File: config.mk
export PLATFORM = sky130hd
export DESIGN_NAME = log_entries_message_deframer
export DESIGN_NICKNAME = d
export VERILOG_FILES = /design/src/rtl/lemd_pkg.sv /design/src/rtl/log_entries_message_deframer.sv
export VERILOG_INCLUDE_DIRS = /design/src /design/src/rtl
export SDC_FILE = /design/constraint.sdc
export NUM_CORES = 1
export LEC_CHECK = 0
export BUFFER_PORTS_ARGS = -buffer_cell sky130_fd_sc_hd__buf_2
export CAP_MARGIN = 10
export CORE_UTILIZATION = 40
export DETAILED_ROUTE_END_ITERATION = 8
export PLACE_DENSITY = 0.63
export SETUP_SLACK_MARGIN = 0.02
export SLEW_MARGIN = 20
export SYNTH_ARGS = -nofsm -noshare
export SYNTH_HDL_FRONTEND = slang
export SYNTH_SLANG_ARGS = --single-unit
File: constraint.sdc
create_clock -name clk -period 17.1 [get_ports clk]
set_input_delay 1.71 -clock clk [delete_from_list [all_inputs] [get_ports clk]]
set_output_delay 1.71 -clock clk [all_outputs]
set_load 0.02 [all_outputs]
File: src/rtl/log_entries_message_deframer_defines.svh
// Assertion macros for the deframer.
`ifndef LOG_ENTRIES_MESSAGE_DEFRAMER_DEFINES_SVH
`define LOG_ENTRIES_MESSAGE_DEFRAMER_DEFINES_SVH

`ifndef SYNTHESIS
`define LEMD_ASSERT_IMP(lbl, ante, cons) \
	lbl: assert property (@(posedge clk) disable iff (!arst_n) (ante) |-> (cons)) \
		else $error("deframer assertion failed");
`define LEMD_ASSERT_NXT(lbl, ante, cons) \
	lbl: assert property (@(posedge clk) disable iff (!arst_n) (ante) |=> (cons)) \
		else $error("deframer assertion failed");
`else
`define LEMD_ASSERT_IMP(lbl, ante, cons)
`define LEMD_ASSERT_NXT(lbl, ante, cons)
`endif

`endif

File: src/rtl/lemd_pkg.sv
package lemd_pkg;

	localparam int PHASE_W = 5;
	localparam int KIND_W  = 5;

	localparam logic [PHASE_W-1:0] PH_EPOCH     = 5'd0;
	localparam logic [PHASE_W-1:0] PH_COUNT     = 5'd1;
	localparam logic [PHASE_W-1:0] PH_TYPE      = 5'd2;
	localparam logic [PHASE_W-1:0] PH_STORAGE   = 5'd3;
	localparam logic [PHASE_W-1:0] PH_KEYLEN    = 5'd4;
	localparam logic [PHASE_W-1:0] PH_KEYBYTE   = 5'd5;
	localparam logic [PHASE_W-1:0] PH_VALLEN    = 5'd6;
	localparam logic [PHASE_W-1:0] PH_VALBYTE   = 5'd7;
	localparam logic [PHASE_W-1:0] PH_VMAJOR    = 5'd8;
	localparam logic [PHASE_W-1:0] PH_VMINOR    = 5'd9;
	localparam logic [PHASE_W-1:0] PH_BLOBCOUNT = 5'd10;
	localparam logic [PHASE_W-1:0] PH_BLOBID    = 5'd11;
	localparam logic [PHASE_W-1:0] PH_BLOBSIZE  = 5'd12;
	localparam logic [PHASE_W-1:0] PH_BLOBBYTE  = 5'd13;
	localparam logic [PHASE_W-1:0] PH_FLAGS     = 5'd14;
	localparam logic [PHASE_W-1:0] PH_COMPLETE  = 5'd15;
	localparam logic [PHASE_W-1:0] PH_AWAIT     = 5'd16;
	localparam logic [PHASE_W-1:0] PH_ERROR     = 5'd17;

	localparam logic [KIND_W-1:0] K_REJECTED     = 5'd15;
	localparam logic [KIND_W-1:0] K_TAKEN        = 5'd16;
	localparam logic [KIND_W-1:0] K_TAKE_REFUSED = 5'd17;

	localparam logic [1:0] ST_READING  = 2'd0;
	localparam logic [1:0] ST_COMPLETE = 2'd1;
	localparam logic [1:0] ST_AWAIT    = 2'd2;
	localparam logic [1:0] ST_ERROR    = 2'd3;

	localparam logic OP_DATA = 1'b0;
	localparam logic OP_TAKE = 1'b1;

	localparam logic [2:0] REG_VALID_TYPE_MASK    = 3'd0;
	localparam logic [2:0] REG_SESSION_BEGIN_MASK = 3'd1;
	localparam logic [2:0] REG_SESSION_END_MASK   = 3'd2;
	localparam logic [2:0] REG_FLUSH_MASK         = 3'd3;
	localparam logic [2:0] REG_BLOB_STORE_PRESENT = 3'd4;

	typedef struct packed {
		logic       opcode;
		logic [7:0] data_byte;
	} req_t;

	typedef struct packed {
		logic [KIND_W-1:0] kind;
		logic [63:0]       field_value;
		logic              string_last;
		logic              entry_end;
		logic              message_end;
		logic              session_begin;
		logic              session_end;
		logic              flush;
		logic [1:0]        status;
	} rsp_t;

	function automatic logic [3:0] field_bytes(input logic [PHASE_W-1:0] ph);
		logic [3:0] n;
		case (ph)
			PH_EPOCH, PH_STORAGE, PH_VMAJOR, PH_VMINOR, PH_BLOBID: n = 4'd8;
			PH_COUNT, PH_KEYLEN, PH_VALLEN, PH_BLOBCOUNT, PH_BLOBSIZE: n = 4'd4;
			PH_TYPE, PH_FLAGS: n = 4'd1;
			default: n = 4'd0;
		endcase
		return n;
	endfunction

	function automatic logic [1:0] phase_status(input logic [PHASE_W-1:0] ph);
		logic [1:0] s;
		case (ph)
			PH_COMPLETE: s = ST_COMPLETE;
			PH_AWAIT:    s = ST_AWAIT;
			PH_ERROR:    s = ST_ERROR;
			default:     s = ST_READING;
		endcase
		return s;
	endfunction

endpackage

File: src/rtl/log_entries_message_deframer.sv
// Log-entries message deframer. One word (a wire byte or a take command) is
// accepted per clock cycle while req_ready is high; its result, if any, goes to
// the rsp output register, or to the skid register while rsp is stalled. The
// rate is set by the field update between the parser state registers and
// the output register; a one-entry skid stage keeps req_ready high while one
// finished result waits, so req_ready drops only when two results are held.
// Partial bytes of a multi-byte field give no result. After the flags byte the
// block reports complete and rejects data until a take command restarts it.
`include "log_entries_message_deframer_defines.svh"

module log_entries_message_deframer (
	input  logic           clk,
	input  logic           arst_n,
	input  logic           req_valid,
	output logic           req_ready,
	input  lemd_pkg::req_t req,
	output logic           rsp_valid,
	input  logic           rsp_ready,
	output lemd_pkg::rsp_t rsp,
	input  logic           psel,
	input  logic           penable,
	input  logic           pwrite,
	input  logic [4:0]     paddr,
	input  logic [31:0]    pwdata,
	output logic [31:0]    prdata,
	output logic           pready
);
	import lemd_pkg::*;

	logic [15:0] valid_type_mask_q;
	logic [7:0]  session_begin_mask_q;
	logic [7:0]  session_end_mask_q;
	logic [7:0]  flush_mask_q;
	logic        blob_store_present_q;

	logic [PHASE_W-1:0] phase_q, phase_d;
	logic [2:0]  cnt_q, cnt_d;
	logic [63:0] shift_q, shift_d;
	logic [31:0] entries_q, entries_d;
	logic [31:0] blobs_q, blobs_d;
	logic [31:0] bytes_q, bytes_d;
	logic [7:0]  entry_kind_q, entry_kind_d;

	rsp_t rsp_q, skid_q, res;
	logic rsp_valid_q, skid_valid_q;
	logic res_has, accept, cfg_wr;

	logic [63:0] acc_shift;
	logic [2:0]  cnt_inc;
	logic [31:0] bytes_dec, blobs_dec, entries_dec;
	logic        fin_entry, fin_blob, type_ok;

	assign pready = 1'b1;
	assign cfg_wr = psel & penable & pwrite;

	always_ff @(posedge clk or negedge arst_n) begin
		if (!arst_n) begin
			valid_type_mask_q    <= 16'hFFFF;
			session_begin_mask_q <= 8'd1;
			session_end_mask_q   <= 8'd2;
			flush_mask_q         <= 8'd4;
			blob_store_present_q <= 1'b1;
		end else if (cfg_wr) begin
			case (paddr[4:2])
				REG_VALID_TYPE_MASK:    valid_type_mask_q <= pwdata[15:0];
				REG_SESSION_BEGIN_MASK: session_begin_mask_q <= pwdata[7:0];
				REG_SESSION_END_MASK:   session_end_mask_q <= pwdata[7:0];
				REG_FLUSH_MASK:         flush_mask_q <= pwdata[7:0];
				REG_BLOB_STORE_PRESENT: blob_store_present_q <= pwdata[0];
				default: ;
			endcase
		end
	end

	always_comb begin
		case (paddr[4:2])
			REG_VALID_TYPE_MASK:    prdata = {16'd0, valid_type_mask_q};
			REG_SESSION_BEGIN_MASK: prdata = {24'd0, session_begin_mask_q};
			REG_SESSION_END_MASK:   prdata = {24'd0, session_end_mask_q};
			REG_FLUSH_MASK:         prdata = {24'd0, flush_mask_q};
			REG_BLOB_STORE_PRESENT: prdata = {31'd0, blob_store_present_q};
			default:                prdata = 32'd0;
		endcase
	end

	assign req_ready = !skid_valid_q;
	assign accept    = req_valid & req_ready;

	always_comb begin
		phase_d      = phase_q;
		cnt_d        = cnt_q;
		shift_d      = shift_q;
		entries_d    = entries_q;
		blobs_d      = blobs_q;
		bytes_d      = bytes_q;
		entry_kind_d = entry_kind_q;
		res          = '0;
		res_has      = 1'b0;
		fin_entry    = 1'b0;
		fin_blob     = 1'b0;
		acc_shift    = {shift_q[55:0], req.data_byte};
		cnt_inc      = cnt_q + 3'd1;
		bytes_dec    = (bytes_q != 32'd0) ? bytes_q - 32'd1 : 32'd0;
		blobs_dec    = blobs_q - 32'd1;
		entries_dec  = entries_q - 32'd1;
		type_ok      = (entry_kind_q[7:4] == 4'd0) && valid_type_mask_q[entry_kind_q[3:0]];

		if (req.opcode == OP_TAKE) begin
			res_has = 1'b1;
			if (phase_q == PH_COMPLETE) begin
				phase_d      = PH_EPOCH;
				cnt_d        = 3'd0;
				shift_d      = 64'd0;
				entries_d    = 32'd0;
				blobs_d      = 32'd0;
				bytes_d      = 32'd0;
				entry_kind_d = 8'd0;
				res.kind     = K_TAKEN;
			end else begin
				res.kind   = K_TAKE_REFUSED;
				res.status = phase_status(phase_q);
			end
		end else if (phase_q >= PH_COMPLETE) begin
			res_has    = 1'b1;
			res.kind   = K_REJECTED;
			res.status = phase_status(phase_q);
		end else if (phase_q inside {PH_KEYBYTE, PH_VALBYTE, PH_BLOBBYTE}) begin
			res_has         = 1'b1;
			res.kind        = phase_q;
			res.field_value = {56'd0, req.data_byte};
			bytes_d         = bytes_dec;
			if (bytes_dec == 32'd0) begin
				res.string_last = 1'b1;
				case (phase_q)
					PH_KEYBYTE: phase_d = PH_VALLEN;
					PH_VALBYTE: phase_d = PH_VMAJOR;
					default:    fin_blob = 1'b1;
				endcase
			end
		end else begin
			shift_d = acc_shift;
			cnt_d   = cnt_inc;
			if (cnt_inc == 3'd0 || {1'b0, cnt_inc} >= field_bytes(phase_q)) begin
				res_has         = 1'b1;
				shift_d         = 64'd0;
				cnt_d           = 3'd0;
				res.kind        = phase_q;
				res.field_value = acc_shift;
				case (phase_q)
					PH_EPOCH: phase_d = PH_COUNT;
					PH_COUNT: begin
						entries_d = acc_shift[31:0];
						phase_d   = (acc_shift[31:0] != 32'd0) ? PH_TYPE : PH_FLAGS;
					end
					PH_TYPE: begin
						entry_kind_d = acc_shift[7:0];
						phase_d      = PH_STORAGE;
					end
					PH_STORAGE: phase_d = PH_KEYLEN;
					PH_KEYLEN: begin
						bytes_d = acc_shift[31:0];
						phase_d = (acc_shift[31:0] != 32'd0) ? PH_KEYBYTE : PH_VALLEN;
					end
					PH_VALLEN: begin
						bytes_d = acc_shift[31:0];
						phase_d = (acc_shift[31:0] != 32'd0) ? PH_VALBYTE : PH_VMAJOR;
					end
					PH_VMAJOR: phase_d = PH_VMINOR;
					PH_VMINOR: phase_d = PH_BLOBCOUNT;
					PH_BLOBCOUNT: begin
						if (acc_shift[31:0] == 32'd0) begin
							fin_entry = 1'b1;
						end else if (blob_store_present_q) begin
							blobs_d = acc_shift[31:0];
							phase_d = PH_BLOBID;
						end else begin
							phase_d    = PH_AWAIT;
							res.status = ST_AWAIT;
						end
					end
					PH_BLOBID: phase_d = PH_BLOBSIZE;
					PH_BLOBSIZE: begin
						if (acc_shift[31:0] == 32'd0) begin
							fin_blob = 1'b1;
						end else begin
							bytes_d = acc_shift[31:0];
							phase_d = PH_BLOBBYTE;
						end
					end
					default: begin
						res.message_end   = 1'b1;
						res.session_begin = (acc_shift[7:0] & session_begin_mask_q) != 8'd0;
						res.session_end   = (acc_shift[7:0] & session_end_mask_q) != 8'd0;
						res.flush         = (acc_shift[7:0] & flush_mask_q) != 8'd0;
						res.status        = ST_COMPLETE;
						phase_d           = PH_COMPLETE;
					end
				endcase
			end
		end

		if (fin_blob) begin
			blobs_d = blobs_dec;
			if (blobs_dec == 32'd0) begin
				fin_entry = 1'b1;
			end else begin
				phase_d = PH_BLOBID;
			end
		end

		if (fin_entry) begin
			if (!type_ok) begin
				phase_d    = PH_ERROR;
				res.status = ST_ERROR;
			end else begin
				entries_d     = entries_dec;
				res.entry_end = 1'b1;
				phase_d       = (entries_dec == 32'd0) ? PH_FLAGS : PH_TYPE;
			end
		end
	end

	always_ff @(posedge clk or negedge arst_n) begin
		if (!arst_n) begin
			phase_q      <= PH_EPOCH;
			cnt_q        <= 3'd0;
			shift_q      <= 64'd0;
			entries_q    <= 32'd0;
			blobs_q      <= 32'd0;
			bytes_q      <= 32'd0;
			entry_kind_q <= 8'd0;
		end else if (accept) begin
			phase_q      <= phase_d;
			cnt_q        <= cnt_d;
			shift_q      <= shift_d;
			entries_q    <= entries_d;
			blobs_q      <= blobs_d;
			bytes_q      <= bytes_d;
			entry_kind_q <= entry_kind_d;
		end
	end

	always_ff @(posedge clk or negedge arst_n) begin
		if (!arst_n) begin
			rsp_valid_q  <= 1'b0;
			skid_valid_q <= 1'b0;
		end else if (!rsp_valid_q || rsp_ready) begin
			if (skid_valid_q) begin
				rsp_valid_q  <= 1'b1;
				skid_valid_q <= 1'b0;
			end else begin
				rsp_valid_q <= accept & res_has;
			end
		end else if (accept & res_has) begin
			skid_valid_q <= 1'b1;
		end
	end

	always_ff @(posedge clk) begin
		if (!rsp_valid_q || rsp_ready) begin
			if (skid_valid_q) begin
				rsp_q <= skid_q;
			end else if (accept & res_has) begin
				rsp_q <= res;
			end
		end else if (accept & res_has) begin
			skid_q <= res;
		end
	end

	assign rsp_valid = rsp_valid_q;
	assign rsp       = rsp_q;

	`LEMD_ASSERT_IMP(a_skid_behind_out, skid_valid_q, rsp_valid_q)
	`LEMD_ASSERT_NXT(a_skid_drains, skid_valid_q && rsp_ready, !skid_valid_q)
	`LEMD_ASSERT_IMP(a_end_is_complete, rsp_valid && rsp.message_end, rsp.status == ST_COMPLETE)
	`LEMD_ASSERT_NXT(a_halt_holds, accept && req.opcode == OP_DATA && phase_q >= PH_COMPLETE, $stable(phase_q))
	`LEMD_ASSERT_NXT(a_take_restarts, accept && req.opcode == OP_TAKE && phase_q == PH_COMPLETE, phase_q == PH_EPOCH)

endmodule
# After elaboration in Yosys (flattened, before gate mapping)
# Memories as Yosys holds them, arrays and structs flattened.
# Cells that the tools add are included.
[word_totals]
romBits = 48
output_inout_bits = 112
n_memories = 1
regBits = 365
[classes]
bitwise_logic = 8
muxes = 116
n_lt_le_gt_ge = 3
n_eq_ne = 28
n_addsub = 4
reduce_logical = 43
[mem_list]
columns = ["memory", "words", "width", "read_ports", "rd_ports_with_merged_regs", "wr", "line", "text"]
rows = [
  ["(name not given)", 16, 3, 1, 0, 0, "lemd_pkg.sv:62", "case (ph)"],
]
[op_table]
columns = ["operator", "count"]
rows = [
  ["2-to-1 mux 32 bit", 23],
  ["2-to-1 mux 56 bit", 5],
  ["2-to-1 mux 77 bit", 2],
  ["2-to-1 mux 69 bit", 2],
  ["2-to-1 mux 65 bit", 2],
  ["logical NOT 32 bit", 4],
  ["subtractor 32 x 1 -> 32 bit, second input constant", 3],
  ["one-hot mux 16 bit (5 select lines)", 1],
  ["2-to-1 mux 5 bit", 15],
  ["one-hot mux 32 bit (2 select lines)", 1],
  ["nonzero test 32 bit", 2],
  ["one-hot mux 5 bit (11 select lines)", 1],
  ["2-to-1 mux 8 bit", 6],
  ["2-to-1 mux 4 bit", 10],
  ["== test 5 x 4 -> 1 bit, second input constant", 7],
  ["2-to-1 mux 1 bit", 28],
  ["AND 8 bit", 3],
  ["nonzero test 8 bit", 3],
  ["== test 5 x 3 -> 1 bit, second input constant", 4],
  ["2-to-1 mux 2 bit", 8],
  ["2-to-1 mux 3 bit", 5],
  ["nonzero test 3 bit", 5],
  ["AND reduction 2 bit", 7],
  ["2-to-1 mux 6 bit", 2],
  ["35 further kinds", 53],
]

# Longest topological paths before layout
[logic_depth]
ltp_word = 16
mapped_depth = 20

# Least setup slack after synthesis
# Ideal clock, no wire load.
[synth_timing]
path_kind = "register -> register"
from = "register phase_q[1]"
to = "register skid_q[0] in the netlist's numbering, enable pin"
arrival_ns = 8.134
path_buffers = 3
period_less_slack_ns = 8.760
required_ns = 16.473
setup_ns = 0.627
slack_ns = 8.340
stages_incl_launch_ff = 15
path_cell_list = "dfrtp_1 > inv_1 > ha_1 > clkbuf_1 > nor2b_1 > a211oi_1 > a21oi_1 > nand2_1 > ha_1 > a21oi_1 > o21bai_1 > clkbuf_1 > clkbuf_1 > nor2_1 > a211oi_1"
[synth_between]
elab_chain_len = 13
elab_cells_between_ends = 18
cone_classes = "order compare (2); eq/ne (3); mux (8); bitwise (1); reduce/logical (3); memory (1)"
[synth_lines]
columns = ["item", "line", "text"]
rows = [
  ["start, declared", "log_entries_message_deframer.sv:36", "logic [PHASE_W-1:0] phase_q, phase_d;"],
  ["start signal, assigned", "log_entries_message_deframer.sv:233", "phase_q <= phase_d;"],
  ["memory (16 x 3 bit)", "-", ""],
  ["2-to-1 mux 4 bit", "lemd_pkg.sv:62", ""],
  ["2-to-1 mux 4 bit", "log_entries_message_deframer.sv:127", "end else if (phase_q inside {PH_KEYBYTE, PH_VALBYTE, PH_BLOBBYTE}) begin"],
  ["2-to-1 mux 4 bit", "log_entries_message_deframer.sv:123", "end else if (phase_q >= PH_COMPLETE) begin"],
  ["2-to-1 mux 4 bit", "log_entries_message_deframer.sv:108", "if (req.opcode == OP_TAKE) begin"],
  [">= comparator 3 x 4 -> 1 bit", "log_entries_message_deframer.sv:143", "if (cnt_inc == 3'd0 || {1'b0, cnt_inc} >= field_bytes(phase_q)) begin"],
  ["logical OR 1 bit", "log_entries_message_deframer.sv:143", ""],
  ["2-to-1 mux 1 bit", "log_entries_message_deframer.sv:143", ""],
  ["2-to-1 mux 1 bit", "log_entries_message_deframer.sv:127", ""],
  ["2-to-1 mux 1 bit *", "log_entries_message_deframer.sv:123", ""],
  ["2-to-1 mux 1 bit *", "log_entries_message_deframer.sv:108", ""],
  ["AND 1 bit *", "log_entries_message_deframer.sv:266", "end else if (accept & res_has) begin"],
  ["AND reduction 2 bit (no line) *", "-", ""],
  ["end signal, assigned", "log_entries_message_deframer.sv:267", "skid_q <= res;"],
  ["end, declared", "log_entries_message_deframer.sv:44", "rsp_t rsp_q, skid_q, res;"],
]
# Every way passes the cells marked *; elsewhere a longest branch is shown, timed or not. The select of a mux whose other input is x is not followed.
# A chain may end at the register's enable or synchronous reset.

# Worst setup path after layout
[layout_timing]
from = "register phase_q[1]"
to = "register entries_q[30]"
[layout_between]
elab_chain_len = 14
elab_cells_between_ends = 39
cone_classes = "order compare (2); eq/ne (7); mux (26); reduce/logical (3); memory (1)"
[layout_lines]
columns = ["item", "line", "text"]
rows = [
  ["memory (16 x 3 bit)", "-", ""],
  ["2-to-1 mux 4 bit", "lemd_pkg.sv:62", ""],
  ["2-to-1 mux 4 bit", "log_entries_message_deframer.sv:127", ""],
  ["2-to-1 mux 4 bit", "log_entries_message_deframer.sv:123", ""],
  ["2-to-1 mux 4 bit", "log_entries_message_deframer.sv:108", ""],
  [">= comparator 3 x 4 -> 1 bit", "log_entries_message_deframer.sv:143", ""],
  ["logical OR 1 bit", "log_entries_message_deframer.sv:143", ""],
  ["2-to-1 mux 1 bit", "log_entries_message_deframer.sv:143", ""],
  ["2-to-1 mux 1 bit", "log_entries_message_deframer.sv:127", ""],
  ["2-to-1 mux 1 bit", "log_entries_message_deframer.sv:123", ""],
  ["2-to-1 mux 1 bit", "log_entries_message_deframer.sv:108", ""],
  ["2-to-1 mux 1 bit", "log_entries_message_deframer.sv:204", "if (blobs_dec == 32'd0) begin"],
  ["2-to-1 mux 1 bit", "log_entries_message_deframer.sv:202", "if (fin_blob) begin"],
  ["2-to-1 mux 32 bit *", "log_entries_message_deframer.sv:211", "if (fin_entry) begin"],
  ["end signal, assigned", "log_entries_message_deframer.sv:236", "entries_q <= entries_d;"],
  ["end, declared", "log_entries_message_deframer.sv:39", "logic [31:0] entries_q, entries_d;"],
]
# Marks and branches as above.

==> results.toml <==
[run_status]
outcome = "finished, final reports clean"

[global_route]
grt_max_degree = 80
grtUsageTotal = 0.223
overflow = 0
grt_use_met3 = 0.0354
grt.busiest_layer = "met2"
grt_util_met2 = 0.338
grt_pass1_vias = 14949
antenna_found_initial = 0
grt_util_met1 = 0.315
grt_pass1_wl_microns = 86600

[clocking]
cts_hold_buf = 0
cts_setup_buffers = 0
clock_latency_ps = 590
cts-root-buf = "clkbuf_16"
ctsResizeCount = 0
cts.clk_slew.worst_paths_ps = 60
tritoncts = "yes"
cts_buffers = 42
h-tree-depth = 2
clock-sinks = 365
clockBufferDepth = 3

[power]
peakVddDrop_uv = 123
power_density_nw_per_um2 = 173
p_leak_nw = 8.99

[sta]
setup_viol = 0
fmax_mhz = 168
finalCritPeriodShare = 0.349
max_slew_margin = 0.277
worst_slack_ps = 11140
setup_tns_ps = 0
slew_viol_final = 0
min_period_ps = 5960
rsz0062_at_grt = "no"
skew_ps = 35.4
finalHoldViolations = 0
whs_ps = 497
worst_pin_slew_ps = 1080

[detailed_routing]
ant_nets = 0
viasPerCell = 5.95
drtIter0Drc = 1292
via_count = 15510
first_pass_iters = 5
wire_per_inst_microns = 21.1
drc = 0
route.final.wire_length_microns = 55100

[yosys]
synth_cell_types = 85
netlist_instances = 1886
synth-seq-cells = 365
synth_edf_count = 154
syn_area_sq_um = 19400
synth_flop_cell = "dfrtp_1"
synthArstFlopShare = 0.578
ys.warnings.count = 0
yosysSeqAreaShare = 0.513
syn_area_per_cell_sq_um = 10.3

[die]
die_w_microns = 222
rows = 80
placeableCoreArea_sq_um = 47700
ios = 165
die-area_sq_um = 49300
die_y_microns = 222
start_util = 0.406

[worst_setup_path]
worstPathCellList = "inv_1 -> ha_1 -> nor2b_1 -> a211oi_1 -> a21oi_1 -> nand2_1 -> ha_1 -> a21oi_1 -> o21bai_4 -> buf_4 -> and2_1 -> nand4_1 -> o21a_1 -> a21o_1 -> a221o_1"
r2r_cells = 15
required_ps = 17530
timing.rr.start = "phase_q[1]"
reg2reg_to = "entries_q[30]"
worst-path-buf-inv = 2
crit_path_max_incr_delay_ps = 690
critPathMaxFanout = 43
cp_slowest_cell = "o21bai_4"
worstSetupStartpointType = "flip-flop"
crit_family = "compound AO/OA/AOI/OAI gates"
end_kind = "flip-flop"
cp.arrival_ps = 6390
critical_path_class = "reg -> reg"
rrSetupSlack_ps = 11140

[hold_path]
hp-class = "reg -> reg"
hold_depth = 2
whs_endpoint = "shift_q[27]"
min_from = "shift_q[27]"

[place]
post-dp-hpwl_microns = 36800
dp_cells = 2530
post-place-ws_ps = 11230
place_congestion = 0.895
port_buffers = 129

[final_layout]
mostFrequentLayoutCell = "nor2_1"
fill_cells = 4448
syn2layout_area_growth_pct = 13.5
drive_gt1_frac = 0.193
num_antenna_cells = 0
nets = 2026
finalNonFillerCells = 2606
final_cell_mix = "195 x nor2_1, 190 x dfrtp_1, 168 x nand2_1, 154 x edfxtp_1, 128 x buf_2"
final_core_util = 0.461

[job]
cap_violations = 0
==> per-layer routing <==
metal  wire [microns]  share of wire
met5                0              0
met4             2210          0.040
met1            25100           0.46
met2            24400           0.44
met3             3390          0.062
==> cells by family (layout without fill, tap and decap cells) <==
| kind of cell | after synthesis | count (layout) | share of synthesized area |
|---|---|---|---|
| fa+ha+maj | 14 | 14 | 0.00904 |
| other cells | 2 | 17 | 0.000388 |
| mux | 116 | 116 | 0.0734 |
| simple gates | 706 | 706 | 0.187 |
| buf+inv | 178 | 268 | 0.0393 |
| compound gates | 484 | 484 | 0.169 |
| flops | 365 | 365 | 0.513 |
| xor+xnor | 21 | 21 | 0.00949 |
==> power breakdown <==
part / total (W) / internal [W] / switching (W)
Sequential: 0.00137 / 0.00118 / 0.000190
Combinational: 0.00149 / 0.000477 / 0.00101
Clock: 0.000962 / 0.000576 / 0.000386
==> sequential cells by signal, summed over array words and instances, names as in the netlist <==
name                  cells
flush_mask_q              8
blob_store_present_q      1
entry_kind_q              8
session_begin_mask_q      8
skid_q                   77
blobs_q                  32
rsp_valid                 1
cnt_q                     3
skid_valid_q              1
valid_type_mask_q        16
session_end_mask_q        8
rsp                      77
entries_q                32
bytes_q                  32
shift_q                  56
phase_q                   5
==> worst reg2reg max path: stages, from the launching register on <==
cell      delay, ps
dfrtp_1         450
inv_1           210
ha_1            440
nor2b_1         370
a211oi_1         90
a21oi_1         150
nand2_1          80
ha_1            280
a21oi_1          90
o21bai_4        690
buf_4           500
and2_1          310
nand4_1         550
o21a_1          590
a21o_1          550
a221o_1         480
==> synth_stat cells (6+ instances only) <==
master / count / area share
nor4b_1: 10 / 0.0045
ha_1: 14 / 0.0090
nor3_1: 53 / 0.014
or3_1: 25 / 0.0081
buf_2: 6 / 0.0016
nor2b_1: 18 / 0.0058
dfrtp_1: 191 / 0.25
a21oi_1: 81 / 0.021
edfxtp_1: 154 / 0.24
o21ai_1: 18 / 0.0047
a211oi_1: 8 / 0.0031
nor2_1: 196 / 0.038
nand2b_1: 43 / 0.014
buf_4: 19 / 0.0074
or4_1: 15 / 0.0058
xor2_1: 8 / 0.0036
xnor2_1: 13 / 0.0059
and2_1: 16 / 0.0052
o21ai_0: 98 / 0.025
a22o_1: 31 / 0.014
o41ai_1: 7 / 0.0032
dfstp_2: 20 / 0.027
a221o_1: 16 / 0.0083
nor4_1: 32 / 0.010
mux4_2: 12 / 0.014
inv_1: 33 / 0.0064
a32oi_1: 8 / 0.0036
mux2_2: 88 / 0.051
and3_1: 40 / 0.013
nand4_1: 21 / 0.0068
a22oi_1: 23 / 0.0089
clkbuf_1: 109 / 0.021
buf_1: 7 / 0.0014
o21a_1: 10 / 0.0039
o31ai_1: 85 / 0.033
o22ai_1: 12 / 0.0039
nand2_1: 168 / 0.033
a21o_1: 16 / 0.0062
a31oi_1: 20 / 0.0065
nand3_1: 27 / 0.0070
mux2i_1: 16 / 0.0083
o211ai_1: 9 / 0.0035
==> per-stage QoR <==
step	area [sq um]	total power (W)
final	22000	0.00382
after global routing	22000	0.00404
after CTS	22000	0.00383
after detailed placement	20500	0.00285
after global placement	20500	0.00283
after floorplan	19400	0.00241
==> cell type report <==
type,count,area [sq um],share of cell area
sequential,365,9930,0.452
multi-input combinational,1358,8830,0.401
clock buffer,49,1110,0.0504
timing repair buffer,157,868,0.0395
tap,615,769,0.0350
clock inverter,27,357,0.0162
inverter,35,131,0.00597
==> how the worst max path moves through the flow <==
| stage | startpoint | end | slack (ps) | depth (start not counted) |
|---|---|---|---|---|
| after detailed placement | phase_q[1] | entries_q[8] | 11230 | 15 |
| after global routing | phase_q[1] | entries_q[30] | 10750 | 15 |
| after floorplan | phase_q[1] | skid_q[0] | 8340 | 14 |
| after CTS | phase_q[1] | entries_q[30] | 11200 | 15 |
| final | phase_q[1] | entries_q[30] | 11140 | 15 |
| after global placement | phase_q[1] | entries_q[6] | 11210 | 15 |
No activity file was read; power rests on OpenSTA's default activity.
